[src/sv/rwcs_pkg.sv]
`timescale 1ns / 1ps
`default_nettype none
package rwcs_pkg;
   localparam int SCREEN_COLUMNS_DEFAULT = 1024;
   localparam logic [9:0] SCREEN_ROWS_RESET = 10'd480;
   localparam logic [7:0] TEXTURE_SIZE_RESET = 8'd30;
   localparam logic [15:0] HEIGHT_MAX = 16'hFFFF;
   localparam int FRAC_BITS = 22;
   localparam int HDIV_BITS = 18;
   localparam int SDIV_BITS = 24;
   localparam int NUM_CELLS = HDIV_BITS + SDIV_BITS;

   localparam logic CSR_SCREEN_ROWS = 1'b0;
   localparam logic CSR_TEXTURE_SIZE = 1'b1;

   typedef struct packed {
      logic [9:0] column;
      logic [15:0] perp_dist;
      logic side;
      logic [15:0] pos_x;
      logic [15:0] pos_y;
      logic signed [15:0] ray_dir_x;
      logic signed [15:0] ray_dir_y;
   } req_type;

   typedef struct packed {
      logic [9:0] column_out;
      logic [9:0] draw_start;
      logic [9:0] draw_end;
      logic [7:0] tex_column;
      logic [23:0] tex_step;
      logic [23:0] tex_start;
   } rsp_type;

   typedef struct packed {
      logic [9:0] column;
      logic [9:0] rows;
      logic [7:0] tsize;
      logic [21:0] frac;
      logic mirror;
      logic [17:0] hrem;
      logic [15:0] hden;
      logic [17:0] hquo;
      logic [24:0] srem;
      logic [23:0] squo;
   } cell_type;
endpackage
`default_nettype wire

[src/sv/rwcs_tail.sv]
`timescale 1ns / 1ps
`default_nettype none
module rwcs_tail (
   input wire logic clock,
   input wire logic reset,
   input wire logic stall,
   input wire logic valid_in,
   input wire rwcs_pkg::cell_type data_in,
   output logic valid_out,
   output rwcs_pkg::rsp_type data_out
);
   logic v1_ff, v2_ff;
   logic [15:0] height;
   logic [14:0] half;
   logic [8:0] center;
   logic [15:0] hc;
   logic [9:0] dstart, dend;
   logic [23:0] step;
   logic [15:0] offset;
   logic [29:0] fprod;
   logic [7:0] tcol;
   rwcs_pkg::rsp_type r1_ff, r1_in, r2_ff, r2_in;
   logic [15:0] off_ff;
   logic zero_ff;
   logic [39:0] prod;

   always_comb begin
      height = (data_in.hquo > 18'(rwcs_pkg::HEIGHT_MAX)) ? rwcs_pkg::HEIGHT_MAX
                                                        : data_in.hquo[15:0];
      half = height[15:1];
      center = data_in.rows[9:1];
      dstart = ({1'b0, half} >= {7'b0, center}) ? 10'd0 : 10'({7'b0, center} - {1'b0, half});
      hc = {1'b0, half} + {7'b0, center};
      if (data_in.rows == 10'd0) begin
         dend = '0;
      end else if (hc >= {6'b0, data_in.rows}) begin
         dend = data_in.rows - 10'd1;
      end else begin
         dend = hc[9:0];
      end
      fprod = {8'b0, data_in.frac} * {22'b0, data_in.tsize};
      tcol = fprod[29:22];
      if (data_in.tsize == 8'd0) begin
         tcol = 8'd0;
      end else if (data_in.mirror) begin
         tcol = data_in.tsize - 8'd1 - tcol;
      end
      step = data_in.squo;
      offset = 16'({6'b0, dstart} + {1'b0, half} - {7'b0, center});
      r1_in = '0;
      r1_in.column_out = data_in.column;
      r1_in.draw_start = dstart;
      r1_in.draw_end = dend;
      r1_in.tex_column = tcol;
      r1_in.tex_step = (height == 16'd0) ? 24'd0 : step;
   end

   always_comb begin
      prod = {24'b0, off_ff} * {16'b0, r1_ff.tex_step};
      r2_in = r1_ff;
      if (zero_ff) begin
         r2_in.tex_start = '0;
      end else if (prod > 40'hFFFFFF) begin
         r2_in.tex_start = 24'hFFFFFF;
      end else begin
         r2_in.tex_start = prod[23:0];
      end
   end

   always_ff @(posedge clock) begin
      if (reset) begin
         v1_ff <= 1'b0;
         v2_ff <= 1'b0;
      end else if (!stall) begin
         v1_ff <= valid_in;
         v2_ff <= v1_ff;
      end
   end

   always_ff @(posedge clock) begin
      if (!stall) begin
         r1_ff <= r1_in;
         off_ff <= offset;
         zero_ff <= (height == 16'd0);
         r2_ff <= r2_in;
      end
   end

   assign valid_out = v2_ff;
   assign data_out = r2_ff;
endmodule
`default_nettype wire

[config.mk]
export PLATFORM = sky130hd
export DESIGN_NAME = rwcs_tail
export DESIGN_NICKNAME = d
export VERILOG_FILES = /design/src/sv/rwcs_pkg.sv /design/src/sv/rwcs_tail.sv
export SDC_FILE = /design/constraint.sdc
export NUM_CORES = 2
export LEC_CHECK = 0
export BUFFER_PORTS_ARGS = -buffer_cell sky130_fd_sc_hd__buf_4
export CAP_MARGIN = 20
export CORE_UTILIZATION = 57
export DETAILED_ROUTE_END_ITERATION = 6
export MAX_ROUTING_LAYER = met4
export PLACE_DENSITY = 0.84
export SLEW_MARGIN = 20
export SYNTH_ARGS = -nofsm -noshare
export SYNTH_HDL_FRONTEND = slang
export SYNTH_SLANG_ARGS = --single-unit
[constraint.sdc]
create_clock -name clock -period 6.5 [get_ports clock]
set_input_delay 0.65 -clock clock [delete_from_list [all_inputs] [get_ports clock]]
set_output_delay 0.65 -clock clock [all_outputs]
set_load 0.02 [all_outputs]
==> results.sh <==
export IMPL_outcome="finished with violations"
export IMPL_violations_in_the_final_reports="setup timing"
export IMPL_placement_cell_area_um2=29740
export IMPL_finalWorstPathRequiredPeriod_ps=7096
export IMPL_diodes=0
export IMPL_setup_total_negative_slack_ps=-13800
export IMPL_cts_max_path_buffers=2
export IMPL_timing_max_transition_violations_final=0
export IMPL_firstDrtPassIters=6
export IMPL_detail_route_antenna_nets=0
export IMPL_grt_pass1_vias=22760
export IMPL_post_synth_instance_area_um2=25990
export IMPL_worstSetupPathDepth=25
export IMPL_syn_nets=3525
export IMPL_grt_first_pass_wirelength_um=110300
export IMPL_max_freq_mhz=140.9
export IMPL_design_die_area_um2=46460
export IMPL_last_element_of_the_critical_path="data_out[7]$_SDFFCE_PP0N_"
export IMPL_drt_drc_violations_left=0
export IMPL_fin_ws_ps=-595.6
export IMPL_root_buffer_cell="sky130_fd_sc_hd__clkbuf_16"
export IMPL_die_w_um=215.5
export IMPL_worst_path_dominant_cell_family="adder cells"
export IMPL_multi_input_comb_area_um2=19210
export IMPL_cts_sinks=167
export IMPL_h_tree_depth=4
export IMPL_post_synth_cell_area_avg_um2=9.591
export IMPL_clk_pin_slew_ps=70
export IMPL_worstPathMaxFanout=7
export IMPL_design_area_um2=31610
export IMPL_setup_worst_path_end_class="register"
export IMPL_share_of_cells_above_drive_strength_1_pct=21.39
export IMPL_starting_density_of_the_core_pct=58.27
export IMPL_post_synth_top_count_cell="sky130_fd_sc_hd__inv_1"
export IMPL_final_net_count=3930
export IMPL_cts_hold_buffers_added=0
export IMPL_flow_area_growth_from_synthesis_pct=21.63
export IMPL_syn_instance_count=2710
export IMPL_ys_ff_latch=167
export IMPL_worstSkewPairLatency_ps=470
export IMPL_fillCellCount=2940
export IMPL_seq_area_um2=4995
export IMPL_hpwl_detailed_um=52620
export IMPL_gp_congestion=0.9242
export IMPL_cp_common_cell="sky130_fd_sc_hd__fa_1"
export IMPL_post_synth_top_area_fraction_pct=33.04
export IMPL_crit_path_max_incr_delay_ps=580
export IMPL_setup_viol=24
export IMPL_synth_common_cells="sky130_fd_sc_hd__inv_1 (519), sky130_fd_sc_hd__fa_1 (429), sky130_fd_sc_hd__nand2_1 (370)"
export IMPL_worst_clock_skew_on_the_final_layout_ps=19.38
export IMPL_r2r_end="data_out[7]$_SDFFCE_PP0N_"
export IMPL_setup_repair_after_global_routing_missed_its_margin="true"
export IMPL_timing_hold_violations_final=0
export IMPL_synth_main_ff_cell="sky130_fd_sc_hd__edfxtp_1"
export IMPL_count_of_flip_flops_with_a_built_in_enable_after_synthesis=165
export IMPL_post_drt_via_cell_ratio=5.684
export IMPL_dieHeight_um=215.5
export IMPL_period_share_pct=109.2
export IMPL_top_level_ports=243
export IMPL_core_area_um2=44610
export IMPL_numPortBuffers=183
export IMPL_yosysWarningCount=0
export IMPL_worstHoldPathType="input pin to register"
export IMPL_synth_sequential_area_ratio_pct=19.22
export IMPL_routedWlPerCell_um=18.80
export IMPL_synth_async_sr_flop_share_pct=0
export IMPL_data_required_critical_path_ps=6670
export IMPL_path_class="register to register"
export IMPL_dr_first_iter_drc_count=1873
export IMPL_grt_start_max_net_pins=95
export IMPL_grt_util_all_layers_pct=30.56
export IMPL_ys_top_cells_by_area="sky130_fd_sc_hd__fa_1 (33%), sky130_fd_sc_hd__edfxtp_1 (19%), sky130_fd_sc_hd__ha_1 (11%)"
export IMPL_timing_critical_path_from_type="register"
export IMPL_worst_slew_margin_rel_pct=32.46
export IMPL_worst_path_arrival_ps=7270
export IMPL_reg2reg_depth=25
export IMPL_clock_tree_from_tritoncts="built"
export IMPL_cts_inserted_buffers=17
export IMPL_timing_reg2reg_setup_slack_ps=-600
export IMPL_worst_path_buf_inv=8
export IMPL_globalRouteOverflowTotal=0
export IMPL_r2r_start="off_ff[5]$_DFFE_PN_"
export IMPL_cap_viol_max_count=0
export IMPL_timing_critical_path_slowest_stage_cell="sky130_fd_sc_hd__fa_1"
export IMPL_tightestPinTransition_ps=1013
export IMPL_synth_distinct_cells=76
export IMPL_synth_largest_area_cell="sky130_fd_sc_hd__fa_1"
export IMPL_routed_wl_um=69950
export IMPL_crit_start="off_ff[5]$_DFFE_PN_"
export IMPL_grt_antenna_before_repair=0
export IMPL_vias=21140
export IMPL_num_rows=77
[registers in the layout, summed over array words and instances, names as in the netlist]
signal and cells:
v1_ff 1, valid_out 1, data_out 86, r1_ff 62, off_ff 16, zero_ff 1
[cell usage in the layout, fill, tap and decap left out, types with 17 or more instances in the layout]
cell	synthesis	layout
sky130_fd_sc_hd__fa_1	429	414
sky130_fd_sc_hd__nand2_1	370	364
sky130_fd_sc_hd__a31oi_1	43	36
sky130_fd_sc_hd__or3_1	17	17
sky130_fd_sc_hd__o21ai_0	56	44
sky130_fd_sc_hd__clkbuf_16	0	20
sky130_fd_sc_hd__a21oi_1	70	50
sky130_fd_sc_hd__a21o_1	25	25
sky130_fd_sc_hd__and2_1	243	234
sky130_fd_sc_hd__buf_4	4	458
sky130_fd_sc_hd__nor3_1	34	31
sky130_fd_sc_hd__nor2b_1	38	37
sky130_fd_sc_hd__ha_4	0	17
sky130_fd_sc_hd__o21bai_1	19	17
sky130_fd_sc_hd__inv_1	519	504
sky130_fd_sc_hd__xor2_1	21	21
sky130_fd_sc_hd__nand4_1	22	22
sky130_fd_sc_hd__xnor2_1	50	48
sky130_fd_sc_hd__edfxtp_1	165	165
sky130_fd_sc_hd__nor2_1	70	69
sky130_fd_sc_hd__ha_1	230	212
[kinds of logic after synthesis]
| family | after synthesis | synth area share [%] |
|---|---|---|
| buf+inv | 631 | 9.469 |
| flops | 167 | 19.22 |
| mux | 21 | 0.8617 |
| simple gates | 859 | 16.37 |
| compound gates | 302 | 7.572 |
| xor+xnor | 71 | 2.393 |
| fa+ha+maj | 659 | 44.11 |
[worst min path at each step]
stage                            startpoint                      to  slack [ps]  cells after the start
finish                                reset  valid_out$_SDFFE_PP0N_         350                      2
global route                   data_in[146]     r1_ff[80]$_DFFE_PN_         340                      1
CTS                                   reset  valid_out$_SDFFE_PP0N_         330                      2
detailed placement      r1_ff[68]$_DFFE_PN_  data_out[68]$_DFFE_PN_         400                      0
global placement        r1_ff[83]$_DFFE_PN_  data_out[83]$_DFFE_PN_         400                      0
floorplan           r1_ff[48]$_SDFFCE_PN0N_  data_out[48]$_DFFE_PN_         400                      0
[per-stage QoR]
stage,util [%],setup WS (ps),instances,hold WS (ps)
2_1_floorplan,-,1.550,2710,400.3
3_3_place_gp,66.66,-307.6,3631,400.1
3_5_place_dp,66.66,-465.2,3631,404.5
4_1_cts,69.63,-306.6,3697,325.7
5_1_grt,70.87,-769.7,3720,336.5
6_report,70.87,-595.6,3720,345.5
[per-layer routing]
layer  global-route usage, %  up-vias  routed length (um)
li1                        -     9368                   -
met5                       -        -                   0
met2                   51.08     1163               35110
met4                   12.88        0                2696
met1                   36.63    10370               26260
met3                   5.201      241                5878
[cell type report]
class | instances | area share, %
Clock buffer | 19 | 1.369
Timing Repair Buffer | 497 | 13.04
Multi-Input combinational cell | 1912 | 60.76
Inverter | 520 | 6.190
Sequential cell | 167 | 15.80
Clock inverter | 13 | 0.5026
Tap cell | 592 | 2.343
[worst register-to-register path, cell delays in order (launching register included)]
cell and delay (ps):
sky130_fd_sc_hd__edfxtp_1 510, sky130_fd_sc_hd__buf_6 220, sky130_fd_sc_hd__and2_1 190, sky130_fd_sc_hd__fa_1 520, sky130_fd_sc_hd__inv_1 70, sky130_fd_sc_hd__fa_1 530, sky130_fd_sc_hd__fa_1 530, sky130_fd_sc_hd__inv_1 70
sky130_fd_sc_hd__fa_1 480, sky130_fd_sc_hd__fa_1 580, sky130_fd_sc_hd__inv_1 60, sky130_fd_sc_hd__fa_1 530, sky130_fd_sc_hd__inv_1 70, sky130_fd_sc_hd__ha_4 310, sky130_fd_sc_hd__nand4_1 190, sky130_fd_sc_hd__o21ai_2 260
sky130_fd_sc_hd__a31oi_2 140, sky130_fd_sc_hd__a31oi_1 190, sky130_fd_sc_hd__buf_4 170, sky130_fd_sc_hd__xnor2_1 70, sky130_fd_sc_hd__a311oi_2 260, sky130_fd_sc_hd__o2111ai_2 170, sky130_fd_sc_hd__nor4_4 240, sky130_fd_sc_hd__buf_6 200
sky130_fd_sc_hd__clkbuf_16 170, sky130_fd_sc_hd__a31oi_1 70
[what timing repair did]
item	4_1_cts	5_1_grt
endpoints found under the hold margin	0	0
setup endpoints to repair	24	26
setup buffers	29	19
gates cloned	5	4
resized for setup	84	71
pin swaps	45	80
Power is left out: the tool's default activity adds up to more than one toggle a clock period on the data nets, which glitch-free logic cannot reach.
