## src/sv/rwcs_pkg.sv

```systemverilog
`timescale 1ns / 1ps
`default_nettype none
package rwcs_pkg;
   localparam int SCREEN_COLUMNS_DEFAULT = 1024;
   localparam logic [9:0] SCREEN_ROWS_RESET = 10'd480;
   localparam logic [7:0] TEXTURE_SIZE_RESET = 8'd30;
   localparam logic [15:0] HEIGHT_MAX = 16'hFFFF;
   localparam int FRAC_BITS = 22;
   localparam int HDIV_BITS = 18;
   localparam int SDIV_BITS = 24;
   localparam int NUM_CELLS = HDIV_BITS + SDIV_BITS;

   localparam logic CSR_SCREEN_ROWS = 1'b0;
   localparam logic CSR_TEXTURE_SIZE = 1'b1;

   typedef struct packed {
      logic [9:0] column;
      logic [15:0] perp_dist;
      logic side;
      logic [15:0] pos_x;
      logic [15:0] pos_y;
      logic signed [15:0] ray_dir_x;
      logic signed [15:0] ray_dir_y;
   } req_type;

   typedef struct packed {
      logic [9:0] column_out;
      logic [9:0] draw_start;
      logic [9:0] draw_end;
      logic [7:0] tex_column;
      logic [23:0] tex_step;
      logic [23:0] tex_start;
   } rsp_type;

   typedef struct packed {
      logic [9:0] column;
      logic [9:0] rows;
      logic [7:0] tsize;
      logic [21:0] frac;
      logic mirror;
      logic [17:0] hrem;
      logic [15:0] hden;
      logic [17:0] hquo;
      logic [24:0] srem;
      logic [23:0] squo;
   } cell_type;
endpackage
`default_nettype wire

```

## src/sv/rwcs_cell.sv

```systemverilog
`timescale 1ns / 1ps
`default_nettype none
module rwcs_cell #(
   parameter int STEP = 0
) (
   input wire logic clock,
   input wire logic reset,
   input wire logic stall,
   input wire logic valid_in,
   input wire rwcs_pkg::cell_type data_in,
   output logic valid_out,
   output rwcs_pkg::cell_type data_out
);
   logic valid_ff;
   rwcs_pkg::cell_type data_ff, data_in_c;

   // height division: first 18 steps; step division: after that, 24 steps
   if (STEP < rwcs_pkg::HDIV_BITS) begin : g_height
      localparam int QBIT = rwcs_pkg::HDIV_BITS - 1 - STEP;
      logic [17:0] hshift;
      logic [18:0] htrial;
      always_comb begin
         data_in_c = data_in;
         hshift = {data_in.hrem[16:0], data_in.hquo[QBIT]};
         htrial = {1'b0, hshift} - {3'b0, data_in.hden};
         if (!htrial[18]) begin
            data_in_c.hrem = htrial[17:0];
            data_in_c.hquo[QBIT] = 1'b1;
         end else begin
            data_in_c.hrem = hshift;
            data_in_c.hquo[QBIT] = 1'b0;
         end
      end
   end else begin : g_step
      localparam int QBIT = rwcs_pkg::SDIV_BITS - 1 - (STEP - rwcs_pkg::HDIV_BITS);
      logic [15:0] height;
      logic [24:0] sshift, strial;
      always_comb begin
         data_in_c = data_in;
         height = (data_in.hquo > 18'(rwcs_pkg::HEIGHT_MAX)) ? rwcs_pkg::HEIGHT_MAX
                                                           : data_in.hquo[15:0];
         sshift = {data_in.srem[23:0], data_in.squo[QBIT]};
         strial = sshift - {9'b0, height};
         if (!strial[24] && height != 16'd0) begin
            data_in_c.srem = strial;
            data_in_c.squo[QBIT] = 1'b1;
         end else begin
            data_in_c.srem = sshift;
            data_in_c.squo[QBIT] = 1'b0;
         end
      end
   end

   always_ff @(posedge clock) begin
      if (reset) begin
         valid_ff <= 1'b0;
      end else if (!stall) begin
         valid_ff <= valid_in;
      end
   end

   always_ff @(posedge clock) begin
      if (!stall) begin
         data_ff <= data_in_c;
      end
   end

   assign valid_out = valid_ff;
   assign data_out = data_ff;
endmodule
`default_nettype wire

```

## config.mk

```make
export PLATFORM = sky130hd
export DESIGN_NAME = rwcs_cell
export DESIGN_NICKNAME = d
export VERILOG_FILES = /design/src/sv/rwcs_pkg.sv /design/src/sv/rwcs_cell.sv
export SDC_FILE = /design/constraint.sdc
export NUM_CORES = 1
export LEC_CHECK = 0
export ABC_AREA = 1
export BUFFER_PORTS_ARGS = -buffer_cell sky130_fd_sc_hd__clkbuf_2
export CORE_MARGIN = 10
export CORE_UTILIZATION = 42
export CTS_BUF_LIST = sky130_fd_sc_hd__clkbuf_8
export DETAILED_ROUTE_END_ITERATION = 10
export PLACE_DENSITY = 0.78
export SYNTH_ARGS = -nofsm -noshare
export SYNTH_HDL_FRONTEND = slang
export SYNTH_SLANG_ARGS = --single-unit
```

## constraint.sdc

```tcl
create_clock -name clock -period 3.67 [get_ports clock]
set_clock_uncertainty 0.05 [all_clocks]
set_input_delay 0 -clock clock [delete_from_list [all_inputs] [get_ports clock]]
set_output_delay 0 -clock clock [all_outputs]
set_load 0.05 [all_outputs]
```

==> results of run 1 <==
==> sequential cells by signal, indices dropped and copies added, names as in the netlist <==
name       count
data_out     152
valid_out      1
==> what timing repair did <==
action | in CTS | in global routing
hold buffers | 153 | 0
resized for setup | 0 | 0
hold endpoints to repair | 152 | 0
==> synth_stat cells <==
library cell | number | area (sq um)
nand2_1 | 99 | 372
buf_6 | 2 | 22.5
nor2_1 | 17 | 63.8
nand4_2 | 1 | 12.5
o21ai_0 | 5 | 25.0
nand4_1 | 1 | 6.26
edfxtp_1 | 152 | 4560
and2_1 | 1 | 6.26
inv_2 | 1 | 3.75
or2_2 | 2 | 12.5
nand3_1 | 21 | 105
fa_1 | 1 | 20.0
or2_1 | 1 | 6.26
xor2_1 | 6 | 52.6
dfxtp_1 | 1 | 20.0
inv_1 | 46 | 173
nor3_1 | 2 | 10.0
buf_12 | 1 | 20.0
ha_1 | 16 | 200
a21oi_1 | 15 | 75.1
nand3_2 | 1 | 10.0
o21ai_1 | 1 | 5.00
xnor2_1 | 1 | 8.76
nor4_2 | 1 | 12.5
nand2_2 | 15 | 93.8
clkinv_1 | 1 | 3.75
nand3b_1 | 4 | 30.0
==> metal layers <==
layer,up-vias,GRT usage
li1,2393,-
met1,2446,0.246
met2,272,0.421
met3,37,0.0654
met4,2,0.0769
met5,-,0
==> through the flow <==
step	power, W	std cells	hold WS (ns)	utilization	setup slack [ns]
3_5_place_dp	0.00324	901	0.117	0.553	1.25
2_1_floorplan	0.00293	415	0.0191	-	0.169
6_report	0.00443	1088	0.226	0.687	1.17
4_1_cts	0.00441	1086	0.194	0.686	1.18
3_3_place_gp	0.00321	901	0.108	0.553	1.31
5_1_grt	0.00459	1087	0.193	0.687	0.968
==> placed cells by master (no fill, tap or decap), types with 5 or more instances in the layout <==
cell	Yosys	final
nand2_2	15	15
clkbuf_2	0	307
nand3_1	21	21
ha_1	16	16
inv_1	46	48
xor2_1	6	6
o21ai_0	5	5
clkbuf_8	0	17
edfxtp_1	152	152
nor2_1	17	17
dlygate4sd3_1	0	153
a21oi_1	15	15
nand2_1	99	99
==> layout make-up <==
class	count	area (sq um)
fillers	944	4350
multi-input cells	211	1130
repair buffers	462	3080
inverters	48	185
diodes	2	5.00
clock buffers	17	234
flip-flops and latches	153	4580
clock inverters	15	88.8
well taps	180	225
==> cells by family after synthesis <==
| kind of cell | Yosys count | share of synthesized area |
|---|---|---|
| AOI/OAI and AO/OA | 21 | 0.0177 |
| xor gates and xnor gates | 7 | 0.0103 |
| adders and majority gates | 17 | 0.0371 |
| buffers and inverters | 51 | 0.0375 |
| DFF | 153 | 0.773 |
| and+or+nand+nor | 166 | 0.125 |
==> final timing paths <==
path,from,to,slack (ns),cells past startpoint
worst max-delay path,data_in[66],data_out[100]$_DFFE_PN_,1.17,16
worst min-delay path,data_in[60],data_out[60]$_DFFE_PN_,0.23,2
worst max register to register,valid_out$_SDFFE_PP0N_,valid_out$_SDFFE_PP0N_,2.38,3
worst min register to register,valid_out$_SDFFE_PP0N_,valid_out$_SDFFE_PP0N_,1.05,3
==> where the power goes <==
| group | internal [W] | switching, W | total [W] |
|---|---|---|---|
| logic | 0.000339 | 0.000866 | 0.00120 |
| registers | 0.00210 | 0.0000513 | 0.00215 |
| clock network | 0.000454 | 0.000622 | 0.00108 |
| total | 0.00289 | 0.00154 | 0.00443 |
==> key figures, run 1 <==
GRT
  • Initial antenna violation count: 2
  • Largest net degree at the start of global routing: 135
  • Grt total ovfl: 0
  • Tot GR Track Use: 0.230
  • First-pass GRT wire length: 33,700 um
  • Vias in the first global route: 5,319

Logic synthesis
  • Mapped Cells: 415
  • Unique masters post-synth: 27
  • Sequential fraction of the synthesis area: 0.773
  • Net Count, Synth: 588
  • Ys Warns: 0
  • Avg Inst Size Synth: 14.3 sq um
  • Post-Syn Area: 5930 sq um
  • #FFs+latches synth: 153

Detailed routing
  • Routed length on met3: 1670 um
  • Met2 wire len: 12,400 um
  • Vias/cell: 4.73
  • Via count: 5,150
  • Final WL: 22,700 um
  • 1st-iter DRT viols: 319
  • DRT antenna net count: 0
  • Met1 WL: 8040 um
  • TritonRoute pass-1 iters: 5
  • Wire per inst: 20.8 um
  • Top Layer Used: met5
  • Drc violations: 0

Setup path
  • CP Class: primary input to flop
  • Critical-path maximum fanout: 20
  • CP endpoint kind: flop
  • Arrival time worst endpoint: 2.63 ns
  • CP max stage cell: dlygate4sd3_1
  • Top cell by count, worst path: nand2_2
  • CP Buf/Inv Count: 5
  • Critical path's top delay family: buffers and inverters
  • Crit path largest cell delay: 0.53 ns
  • Critical path required time: 3.80 ns
  • Crit-path cells: dlygate4sd3_1 -> clkbuf_2 -> inv_1 -> ha_1 -> inv_1 -> fa_1 -> nand2_1 -> nand2_2 -> nand3_2 -> nand2_2 -> nand2_2 -> nand2_2 -> nand2_2 -> nand2_2 -> inv_2 -> a21oi_1
  • Crit start category: primary input

STA
  • Final hold vios: 0
  • Final min period: 2.50 ns
  • Worst slew margin: 0.213
  • Unrepaired setup endpoints after global routing: no
  • Fmax: 400 MHz
  • Final Max Tran Viols: 0
  • Final setup TNS: 0 ns
  • Final setup fails: 0
  • Ratio of final minimum period to clock period: 0.682
  • Actual slew at the worst max-slew pin: 1.18 ns

Clock tree
  • Clock sink count: 153
  • Num CTS Buffers: 17
  • Setup Fix Bufs, Post-CTS: 0
  • Skew-Pair Late Insertion Delay: 0.43 ns
  • Clock-pin transition on the worst setup and hold timing paths: 0.08 ns
  • Max clock buf depth: 2
  • CTS tree: done
  • H-tree depth: 4
  • Root Buffer: clkbuf_8

Hold path
  • Worst hold path type: primary input to flop

Placed design
  • DP Wirelength: 15,500 um
  • Port buffer count: 307
  • Placer Congestion: 0.902
  • Area after DPL: 7670 sq um

Outcome
  • Status: finished, final reports clean

Power and ir drop
  • Leakage power: 4.43 nW
  • Pwr per Cell Area: 465 nW/um^2
  • Worst vdd rail ir drop: 0.215 mV

Floorplan
  • I/O Pins: 309
  • Die height: 139 um
  • Die area: 19,300 sq um
  • Starting Density: 0.428
  • Core ar.: 13,900 sq um
  • Die Wd: 139 um
  • Site Rows: 43

Final layout
  • Fraction of layout cells with a size suffix above 1: 0.394
  • Final #Nets: 1,066
  • P&R area growth vs syn: 60.6%
  • Final instance area: 9530 sq um

Job
  • Max Cap Viol: 0
Power figures use the tool's default switching activity.
==> inputs of run 2 (changes only) <==
Clock period 3.67 ns to 2.1 ns, I/O delays scaled along.
==> run 2 against run 1 <==
  * Critical path depth did not move
  * Setup slack lost 1.0 ns
  * Hold slack got worse by 0.12 ns
  * Die area unchanged
  * Cell count rose by 0.37%
  * Sequential power rose by 74%
  * Critical endpoint is now data_out[83]$_DFFE_PN_
==> key figures, run 2 (synthesis gave the netlist of run 1 again) <==
Final layout
  • Final #Nets: 1,069 (+0.28%)
  • Largest register FFs: 152 (unchanged)
  • Most frequent cells in the layout: clkbuf_2 (307), dlygate4sd3_1 (153), edfxtp_1 (152)
  • Fraction of layout cells with a size suffix above 1: 0.404 (+0.00970)
  • Filler Cells Inserted: 960 (+1.7%)
  • Commonest non-fill, non-tap cell in the layout: clkbuf_2
  • Util after Layout: 0.696 (+0.00874)
  • P&R area growth vs syn: 62.7%

Detailed routing
  • TritonRoute pass-1 iters: 5 (unchanged)
  • Final WL: 23,000 um (+1.5%)
  • Via count: 5,207 (+1.1%)
  • 1st-iter DRT viols: 449 (+41%)
  • DRT antenna net count: 0 (unchanged)
  • Vias/cell: 4.77 (+0.74%)
  • Drc violations: 0 (unchanged)
  • Wire per inst: 21.1 um (+1.1%)

GRT
  • Vias in the first global route: 5,429 (+2.1%)
  • Largest net degree at the start of global routing: 62 (-54%)
  • Grt total ovfl: 0 (unchanged)
  • First-pass GRT wire length: 34,000 um (+0.76%)
  • Initial antenna violation count: 2 (unchanged)
  • Tot GR Track Use: 0.233 (+0.00381)

Clock tree
  • Clock-pin transition on the worst setup and hold timing paths: 0.09 ns (about the same)
  • CTS tree: done
  • Num CTS Buffers: 17 (unchanged)
  • Root Buffer: clkbuf_8
  • Setup Fix Bufs, Post-CTS: 0 (unchanged)
  • H-tree depth: 4 (unchanged)
  • Skew-Pair Late Insertion Delay: 0.43 ns (about the same)
  • Max clock buf depth: 2 (unchanged)
  • Clock sink count: 153 (unchanged)

Setup path
  • Arrival time worst endpoint: 2.10 ns (-0.53 ns)
  • Crit start category: primary input
  • CP endpoint kind: flop
  • Top cell by count, worst path: nand2_2
  • Critical-path maximum fanout: 11 (-45%)
  • Critical path's top delay family: buffers and inverters
  • CP Class: primary input to flop
  • Critical path required time: 2.24 ns (-1.56 ns)
  • R2r setup slk: 0.89 ns (-1.49 ns)
  • Crit path largest cell delay: 0.52 ns (about the same)
  • CP max stage cell: dlygate4sd3_1
  • Crit-path cells: dlygate4sd3_1 -> clkbuf_2 -> ha_1 -> inv_1 -> fa_2 -> nand2_2 -> nand2_2 -> nand3_2 -> nand2_2 -> nand2_2 -> nand2_2 -> nand2_2 -> nand2_4 -> buf_8 -> nand2_1 -> o21ai_0
  • CP Buf/Inv Count: 4 (-1)

Outcome
  • Status: finished, final reports clean

Floorplan
  • Die Wd: 139 um (unchanged)
  • I/O Pins: 309 (unchanged)
  • Core ar.: 13,900 sq um (unchanged)
  • Site Rows: 43 (unchanged)
  • Starting Density: 0.428 (unchanged)
  • Die height: 139 um (unchanged)
  • Die area: 19,300 sq um (unchanged)

STA
  • Hold slack: 0.102 ns (-0.124 ns)
  • Final setup TNS: 0 ns (unchanged)
  • Final Max Tran Viols: 0 (unchanged)
  • Final hold vios: 0 (unchanged)
  • Ratio of final minimum period to clock period: 0.931
  • Final setup margin: 0.145 ns (-1.02 ns)
  • Actual slew at the worst max-slew pin: 0.490 ns (-0.690 ns)
  • Final setup fails: 0 (unchanged)
  • Worst slew margin: 0.673 (+0.459)
  • Final min period: 1.95 ns
  • Fmax: 512 MHz
  • Unrepaired setup endpoints after global routing: no

Hold path
  • Worst hold path type: primary input to flop

Power and ir drop
  • Leakage power: 4.48 nW (+1.0%)
  • Pwr per Cell Area: 832 nW/um^2 (+79%)
  • Worst vdd rail ir drop: 0.431 mV (+100%)

Job
  • Max Cap Viol: 0 (unchanged)

Placed design
  • Pre-CTS WS: 0.0253 ns (-1.22 ns)
  • Port buffer count: 307 (unchanged)
  • Placer Congestion: 0.859 (-4.8%)
  • DP Wirelength: 16,000 um (+2.9%)
## run 2: cell count changes in the layout (fill, tap and decap cells not counted), moves of 2 or more
cell,previous run,this run
clkinv_1,4,1
inv_6,3,5
inv_1,48,46
buf_12,0,2
inv_8,0,2
## run 2: through the flow
step                      total power (W)  std cells  instance area (sq um)
after CTS                         0.00799       1089                   9630
after global placement            0.00563        904                   7720
after floorplan                   0.00512        415                   5940
after global routing              0.00832       1091                   9650
after detailed placement          0.00567        904                   7720
final                             0.00803       1092                   9650
## run 2: where the power goes
group	total [W]	internal, W	leakage, nW	switching, W
Combinational	0.00212	0.000605	2.79	0.00152
Clock	0.00215	0.000963	0.189	0.00119
Sequential	0.00375	0.00366	1.50	0.0000866
Total	0.00803	0.00523	4.48	0.00280
## run 2: repair_timing
item,4_1_cts,5_1_grt
hold buffers,153,0
setup endpoints to repair,0,18
gates resized for setup,0,7
endpoints found under the hold margin,152,0
## run 2: final timing paths
check	startpoint	endpoint	cells after the start
setup / recovery	data_in[67]	data_out[83]$_DFFE_PN_	16
hold / removal	data_in[66]	data_out[83]$_DFFE_PN_	6
setup reg to reg	valid_out$_SDFFE_PP0N_	valid_out$_SDFFE_PP0N_	3
hold reg to reg	valid_out$_SDFFE_PP0N_	valid_out$_SDFFE_PP0N_	3
## run 2: worst min-delay path: stages
cell,delay [ns]
clkbuf_2,0.08
inv_1,0.06
ha_1,0.13
inv_1,0.03
nand2_1,0.05
o21ai_0,0.08
## run 2: area by class of cell
class | instances | area [sq um] | area share
clock inverter | 15 | 141 | 0.0146
sequential | 153 | 4580 | 0.475
inverter | 48 | 186 | 0.0193
timing repair buffer | 465 | 3140 | 0.325
tap | 180 | 225 | 0.0233
clock buffer | 17 | 234 | 0.0242
antenna | 3 | 7.51 | 0.000778
multi-input combinational | 211 | 1140 | 0.118
## run 2: layer usage
metal	GRT usage	share of wire	wire [um]	up-vias
li1	-	-	-	2409
met1	0.242	0.35	8050	2442
met2	0.427	0.54	12400	307
met3	0.0699	0.077	1770	49
met4	0.0988	0.037	848	0
met5	0	0	0	-
